[src/rtl/core/ptfa_pkg.sv]
// Shared constants, codes and control types of the frame allocator core
package ptfa_pkg;

    localparam int MAX_PROCESSES = 16;
    localparam int MAX_PAGES     = 64;
    localparam int NUM_FRAMES    = 64;

    localparam int SLOT_W  = 4;
    localparam int PAGE_W  = 6;
    localparam int FRAME_W = 6;
    localparam int CNT_W   = 5;
    localparam int PCNT_W  = 7;
    localparam int IDX_W   = 7;
    localparam int ADDR_W  = SLOT_W + PAGE_W;
    localparam int PTE_W   = FRAME_W + 1;
    localparam int NUM_W   = 17;

    localparam int IN_DATA_W  = 40;
    localparam int OUT_DATA_W = 24;

    // Actions
    localparam logic [1:0] ACT_CREATE = 2'd0;
    localparam logic [1:0] ACT_LOAD   = 2'd1;
    localparam logic [1:0] ACT_REMOVE = 2'd2;
    localparam logic [1:0] ACT_NONE   = 2'd3;

    // Result status codes
    localparam logic [3:0] ST_CREATED   = 4'd0;
    localparam logic [3:0] ST_LOADED    = 4'd1;
    localparam logic [3:0] ST_PRESENT   = 4'd2;
    localparam logic [3:0] ST_REMOVED   = 4'd3;
    localparam logic [3:0] ST_FULL      = 4'd4;
    localparam logic [3:0] ST_RANGE     = 4'd5;
    localparam logic [3:0] ST_NOFRAME   = 4'd6;
    localparam logic [3:0] ST_NOTLOADED = 4'd7;
    localparam logic [3:0] ST_NOTFOUND  = 4'd8;
    localparam logic [3:0] ST_TOOMANY   = 4'd9;

    // Configuration register indexes
    localparam logic CFG_PAGE_SIZE = 1'b0;
    localparam logic CFG_FRAMES    = 1'b1;

    typedef struct packed {
        logic       load_in;
        logic       clr_idx;
        logic       inc_idx;
        logic       set_slot;
        logic       div_start;
        logic       mem_rd;
        logic       wr_clear;
        logic       wr_load;
        logic       wr_remove;
        logic       slot_wr;
        logic       out_load;
        logic [3:0] code;
    } t_cmd;

    typedef struct packed {
        logic table_full;
        logic div_done;
        logic too_many;
        logic at_count;
        logic id_match;
        logic page_oor;
        logic clr_last;
        logic present;
        logic frame_hit;
        logic scan_end;
    } t_sts;

endpackage

[src/rtl/core/ptfa_ctrl.sv]
// Controller state machine sequencing create, load and remove
module ptfa_ctrl (
    input  logic           i_clk,
    input  logic           i_rst_n,
    input  logic           i_s_tvalid,
    input  logic [1:0]     i_s_tuser,
    input  logic           i_m_tready,
    input  logic           i_out_valid,
    input  ptfa_pkg::t_sts i_sts,
    output ptfa_pkg::t_cmd o_cmd,
    output logic           o_s_tready
);
    import ptfa_pkg::*;

    localparam logic [3:0] S_IDLE = 4'd0;
    localparam logic [3:0] S_DIV  = 4'd1;
    localparam logic [3:0] S_DIVW = 4'd2;
    localparam logic [3:0] S_CLR  = 4'd3;
    localparam logic [3:0] S_SRCH = 4'd4;
    localparam logic [3:0] S_RD   = 4'd5;
    localparam logic [3:0] S_RDW  = 4'd6;
    localparam logic [3:0] S_SCAN = 4'd7;
    localparam logic [3:0] S_OUT  = 4'd8;

    logic [3:0] r_state, n_state;
    logic [1:0] r_act, n_act;
    logic [3:0] r_code, n_code;
    logic       w_accept;
    logic       w_out_busy;

    assign o_s_tready = r_state == S_IDLE;
    assign w_accept   = i_s_tvalid & o_s_tready;
    assign w_out_busy = i_out_valid & ~i_m_tready;

    always_ff @(posedge i_clk) begin
        if (!i_rst_n) begin
            r_state <= S_IDLE;
            r_act   <= ACT_NONE;
            r_code  <= ST_CREATED;
        end else begin
            r_state <= n_state;
            r_act   <= n_act;
            r_code  <= n_code;
        end
    end

    // Next state and commands
    always_comb begin
        n_state = r_state;
        n_act   = r_act;
        n_code  = r_code;
        o_cmd   = '0;
        o_cmd.code = r_code;
        unique case (r_state)
            S_IDLE: begin
                if (w_accept) begin
                    o_cmd.load_in = 1'b1;
                    o_cmd.clr_idx = 1'b1;
                    n_act = i_s_tuser;
                    priority if (i_s_tuser == ACT_NONE) begin
                        n_state = S_IDLE;
                    end else if (i_s_tuser == ACT_CREATE) begin
                        if (i_sts.table_full) begin
                            n_code  = ST_FULL;
                            n_state = S_OUT;
                        end else begin
                            n_state = S_DIV;
                        end
                    end else begin
                        n_state = S_SRCH;
                    end
                end
            end
            S_DIV: begin
                o_cmd.div_start = 1'b1;
                n_state = S_DIVW;
            end
            S_DIVW: begin
                if (i_sts.div_done) begin
                    if (i_sts.too_many) begin
                        n_code  = ST_TOOMANY;
                        n_state = S_OUT;
                    end else begin
                        n_state = S_CLR;
                    end
                end
            end
            // Clear every page entry of the new slot
            S_CLR: begin
                o_cmd.wr_clear = 1'b1;
                o_cmd.inc_idx  = 1'b1;
                if (i_sts.clr_last) begin
                    o_cmd.slot_wr = 1'b1;
                    n_code  = ST_CREATED;
                    n_state = S_OUT;
                end
            end
            // Find the first slot with the identifier
            S_SRCH: begin
                priority if (i_sts.at_count) begin
                    n_code  = ST_NOTFOUND;
                    n_state = S_OUT;
                end else if (i_sts.id_match) begin
                    o_cmd.set_slot = 1'b1;
                    if (i_sts.page_oor) begin
                        n_code  = ST_RANGE;
                        n_state = S_OUT;
                    end else begin
                        n_state = S_RD;
                    end
                end else begin
                    o_cmd.inc_idx = 1'b1;
                end
            end
            S_RD: begin
                o_cmd.mem_rd = 1'b1;
                n_state = S_RDW;
            end
            S_RDW: begin
                if (r_act == ACT_LOAD) begin
                    if (i_sts.present) begin
                        n_code  = ST_PRESENT;
                        n_state = S_OUT;
                    end else begin
                        o_cmd.clr_idx = 1'b1;
                        n_state = S_SCAN;
                    end
                end else begin
                    if (i_sts.present) begin
                        o_cmd.wr_remove = 1'b1;
                        n_code  = ST_REMOVED;
                    end else begin
                        n_code  = ST_NOTLOADED;
                    end
                    n_state = S_OUT;
                end
            end
            // Scan frames from the lowest for a free one
            S_SCAN: begin
                priority if (i_sts.scan_end) begin
                    n_code  = ST_NOFRAME;
                    n_state = S_OUT;
                end else if (i_sts.frame_hit) begin
                    o_cmd.wr_load = 1'b1;
                    n_code  = ST_LOADED;
                    n_state = S_OUT;
                end else begin
                    o_cmd.inc_idx = 1'b1;
                end
            end
            // Hand the result to the output register once it is free
            S_OUT: begin
                if (!w_out_busy) begin
                    o_cmd.out_load = 1'b1;
                    n_state = S_IDLE;
                end
            end
            default: begin
                n_state = S_IDLE;
            end
        endcase
    end

endmodule

[config.mk]
export PLATFORM = sky130hd
export DESIGN_NAME = ptfa_ctrl
export DESIGN_NICKNAME = d
export VERILOG_FILES = /design/src/rtl/core/ptfa_pkg.sv /design/src/rtl/core/ptfa_ctrl.sv
export SDC_FILE = /design/constraint.sdc
export NUM_CORES = 1
export LEC_CHECK = 0
export CAP_MARGIN = 10
export CORE_ASPECT_RATIO = 1.4
export CORE_MARGIN = 8
export CORE_UTILIZATION = 30
export CTS_BUF_LIST = sky130_fd_sc_hd__clkbuf_4 sky130_fd_sc_hd__clkbuf_8 sky130_fd_sc_hd__clkbuf_16
export CTS_CLUSTER_SIZE = 16
export DETAILED_ROUTE_END_ITERATION = 10
export DONT_BUFFER_PORTS = 1
export GPL_TIMING_DRIVEN = 0
export PLACE_DENSITY_LB_ADDON = 0.05
export SYNTH_ARGS = -nofsm -noshare
export SYNTH_HDL_FRONTEND = slang
export SYNTH_SLANG_ARGS = --single-unit
export TNS_END_PERCENT = 1
[constraint.sdc]
create_clock -name i_clk -period 3.49 [get_ports i_clk]
set_input_delay 0.698 -clock i_clk [delete_from_list [all_inputs] [get_ports i_clk]]
set_output_delay 0.698 -clock i_clk [all_outputs]
set_load 0.1 [all_outputs]
==> results.md <==
Run status:
- The run finished with clean final reports.

Logic synthesis:
- The average cell area after synthesis is 7.51 µm².
- The synthesized netlist occupies a cell area of 811 µm².
- The flip-flop cell with the highest count after synthesis is sky130_fd_sc_hd__dfxtp_1.
- In the post-synthesis netlist, the biggest area contributors are sky130_fd_sc_hd__dfxtp_1 25%, sky130_fd_sc_hd__nand2_1 6.9%, sky130_fd_sc_hd__a21oi_1 4.9%, sky130_fd_sc_hd__nor2b_1 3.9%, sky130_fd_sc_hd__mux2i_1 3.7%.
- The synthesized design spends more area on one cell type than any other, namely sky130_fd_sc_hd__dfxtp_1.
- Of the post-synthesis cell area, the dominant cell type holds 24.7%.
- For this run, the register share of the synthesized area comes to 24.7%.
- After synthesis the netlist holds a flip-flop and latch count of 10.
- In this run, synthesis inferred 0 flip-flops with an integrated enable.
- After synthesis, the share of flip-flops with an asynchronous set or reset is 0%.
- Counting every instance in the synthesized netlist gives 108.
- The Yosys step of the flow raised 0 warnings.
- When the netlist entered floorplanning its net count stood at 127.
- The number of distinct library cells after synthesis is 39.

Global route:
- The largest net degree at the start of global routing is 11.
- Global routing consumed, on the met3 layer, 3.80% of the routing resources.
- The via count of the first global-routing pass was 799.
- After global routing, the most crowded layer is met2.
- The first global-routing pass estimated 3850 µm of wire.
- The routing usage on met1 is 12.6%.
- For this run, global-route usage on met2 was measured as 16.0%.
- The global route total overflow is 0.
- The initial antenna violation count is 0.
- Global routing consumed, over all layers together, 10.7% of the routing resources.

CTS:
- Post-CTS timing repair inserted 0 buffers for setup.
- The CTS sink count is 10.
- The later pin in the worst-skew pair is clocked with a latency of 280 ps.
- The maximum count of clock buffers along a single path is 2.
- In this run, post-CTS hold repair placed 0 buffers.
- The master cell of the clock root buffer is sky130_fd_sc_hd__clkbuf_4.
- The number of buffers created by CTS is 3.
- The number of gates resized after cts is 0.
- Clock-pin slew was measured on the worst setup and hold paths at 80 ps.
- TritonCTS built the clock tree.
- In this run the number of H-tree levels came out at 1.

STA:
- Counting I/O delays and the setup requirement, the final critical path takes 3160 ps.
- The final hold slack is 509 ps.
- Setup violations remaining at the end of the flow were counted as 0.
- The clock arrives with 5.49 ps of skew.
- The normalized max-slew margin is 28.5%.
- The final worst-path cycle share is 90.6%.
- The number of endpoints with negative hold slack in the final report is 0.
- Static timing analysis puts the maximum clock frequency at 0.316 GHz.
- The number of slew-limit violations in the final report is 0.
- Setup repair after global routing left no endpoint under its margin.
- For the pin with the worst max-slew slack, the measured transition is 1070 ps.

Placement:
- The number of port buffers is 0.
- The wire-length estimate of the detail-placed layout is 2030 µm.
- After detailed placement, the total cell area comes to 993 µm².
- Routability-driven placement finished with a final weighted congestion of 0.792.

Finish:
- From synthesis to final layout, the design area changed by 27.0%.
- After the last flow step, the layout net total stands at 137.
- Summing all non-filler instances in the final layout gives an area of 0.00103 mm².
- The total inserted antenna cells is 0.
- The number of filler instances in the final layout is 301.
- The fraction of layout cells with a size suffix above 1 is 20.5%.

Die:
- The die covers 0.00465 mm².
- The cell row count is 22.
- Measured along the x axis, the die boundary spans 59.9 µm.
- The top-level I/O count is 33.
- The floorplan step set the die height to 77.5 µm.
- The region available for standard cell placement spans 0.00259 mm².
- The initial core utilization is 31.3%.

Min path:
- The class of the most critical hold timing path is flop to flop.

Pwr:
- The final total power is 1200 µW.
- The leakage power is 0.000408 µW.
- VDD sags by at most 0.618 mV.
- The power density over the cells is 1170 mW/mm².

Drt:
- The number of design rule violations left after detail routing is 0.
- Dividing the detail-routed wire length by the instance count gives 16.4 µm.
- The first routing iteration left 28 violations.
- Once detail routing completed, the nets flagged for antenna violations numbered 0.
- The length of the first detailed-routing pass in iterations is 4.
- The via density per instance is 5.37.
- The final route contains 821 vias.
- The final wirelength is 2520 µm.

Critical path:
- By startpoint and endpoint, the worst setup path is classified as flop to primary output.
- The signal on the critical path passes through buf_2 -> nor4b_1 -> nor2b_2.
- The cell type of the slowest stage on the worst timing path is sky130_fd_sc_hd__nor2b_2.
- STA classifies the critical path endpoint as a primary output.
- Among cell families on the critical path, the largest total delay comes from simple AND/OR/NAND/NOR gates.
- The data arrival time of the worst path is 2460 ps.
- The worst setup path is launched from a flop.
- On the worst path, the slowest cell contributes a delay of 950 ps.
- The largest fanout of any net on the critical path is 10.
- Counting both buffers and inverters, the worst setup path holds a total of 1.
- The data required time at the worst endpoint is 2790 ps.

Run:
- The tool flagged a number of max-cap violations equal to 0.
## cells in the final DEF, fill, tap and decap left out, drive strengths merged, types with 3 or more instances in the layout
cell and n:
inv 8, nand2b 4, nor2b 5, o21ai 4, nor3b 4, buf 7
dfxtp 10, nor2 6, mux2i 3, nand2 15, o211ai 3, a21oi 8
clkbuf 7
## final cells by class
type | instances | area, µm² | share of cell area (%)
multi-input combinational | 85 | 603 | 58.6
sequential | 10 | 200 | 19.4
timing repair buffer | 5 | 87.6 | 8.51
tap | 36 | 45.0 | 4.37
clock buffer | 4 | 36.3 | 3.52
inverter | 8 | 30.0 | 2.92
buffer | 5 | 27.5 | 2.67
## where the power goes
group	total [µW]	internal [µW]	switching [µW]
clock	114	63.5	50.9
sequential	256	151	105
combinational	834	265	569
## flip-flops by register name (all words and copies together), names as in the netlist
signal / count
r_code: 4
r_state: 4
r_act: 2
## worst reg2reg max path: stages, from the launching register on
cell and delay, ps:
sky130_fd_sc_hd__dfxtp_1 500, sky130_fd_sc_hd__buf_2 280, sky130_fd_sc_hd__nor4b_1 440, sky130_fd_sc_hd__a22oi_1 250, sky130_fd_sc_hd__o2111a_2 230, sky130_fd_sc_hd__nand2_1 150
sky130_fd_sc_hd__mux2i_1 190
## cell usage after synthesis, types with 2 or more instances
| cell type | n |
|---|---|
| sky130_fd_sc_hd__a31oi_1 | 2 |
| sky130_fd_sc_hd__nand2b_1 | 4 |
| sky130_fd_sc_hd__o211ai_1 | 3 |
| sky130_fd_sc_hd__nor4bb_1 | 2 |
| sky130_fd_sc_hd__nor2_1 | 6 |
| sky130_fd_sc_hd__nor3_1 | 2 |
| sky130_fd_sc_hd__nand3_1 | 2 |
| sky130_fd_sc_hd__nand2_1 | 15 |
| sky130_fd_sc_hd__a21oi_1 | 8 |
| sky130_fd_sc_hd__nor2b_1 | 5 |
| sky130_fd_sc_hd__ha_1 | 2 |
| sky130_fd_sc_hd__mux2i_1 | 3 |
| sky130_fd_sc_hd__a21boi_0 | 2 |
| sky130_fd_sc_hd__nor3b_1 | 4 |
| sky130_fd_sc_hd__dfxtp_1 | 10 |
| sky130_fd_sc_hd__and3_1 | 2 |
| sky130_fd_sc_hd__o21ai_0 | 3 |
| sky130_fd_sc_hd__nor4_1 | 2 |
| sky130_fd_sc_hd__o2111ai_1 | 2 |
| sky130_fd_sc_hd__inv_1 | 8 |
| sky130_fd_sc_hd__clkbuf_1 | 3 |
## metrics by stage
| stage | instances | setup TNS (ps) | utilization, % | setup slack, ps |
|---|---|---|---|---|
| after CTS | 153 | 0 | 39.8 | 331 |
| final | 153 | 0 | 39.8 | 329 |
| after floorplan | 108 | -1400 | - | -517 |
| after detailed placement | 149 | 0 | 38.4 | 607 |
| after global routing | 153 | 0 | 39.8 | 226 |
| after global placement | 144 | -2640 | 33.9 | -607 |
## final timing paths
path	slack, ps	from	to	depth (start not counted)
setup / recovery	330	r_state[3]$_SDFFE_PN0P_	o_cmd[4]	3
hold / removal	510	r_act[0]$_SDFFE_PN1P_	r_act[0]$_SDFFE_PN1P_	2
setup reg to reg	1370	r_state[3]$_SDFFE_PN0P_	r_code[1]$_SDFFE_PN0P_	6
hold reg to reg	510	r_act[0]$_SDFFE_PN1P_	r_act[0]$_SDFFE_PN1P_	2
## layer usage
metal / wire [µm] / up-vias / share of wire (%)
li1: - / 406 / -
met1: 1060 / 383 / 42
met2: 1140 / 26 / 45
met3: 254 / 6 / 10
met4: 61 / 0 / 2.4
met5: 0 / - / 0
## cells by family after synthesis
| family | count (synthesis) | synth area share (%) |
|---|---|---|
| and+or+nand+nor | 53 | 38.3 |
| AOI/OAI and AO/OA | 27 | 23.1 |
| buffers and inverters | 13 | 7.10 |
| DFF | 10 | 24.7 |
| muxes | 3 | 3.70 |
| adders and majority gates | 2 | 3.09 |
Power figures use the tool's default switching activity.
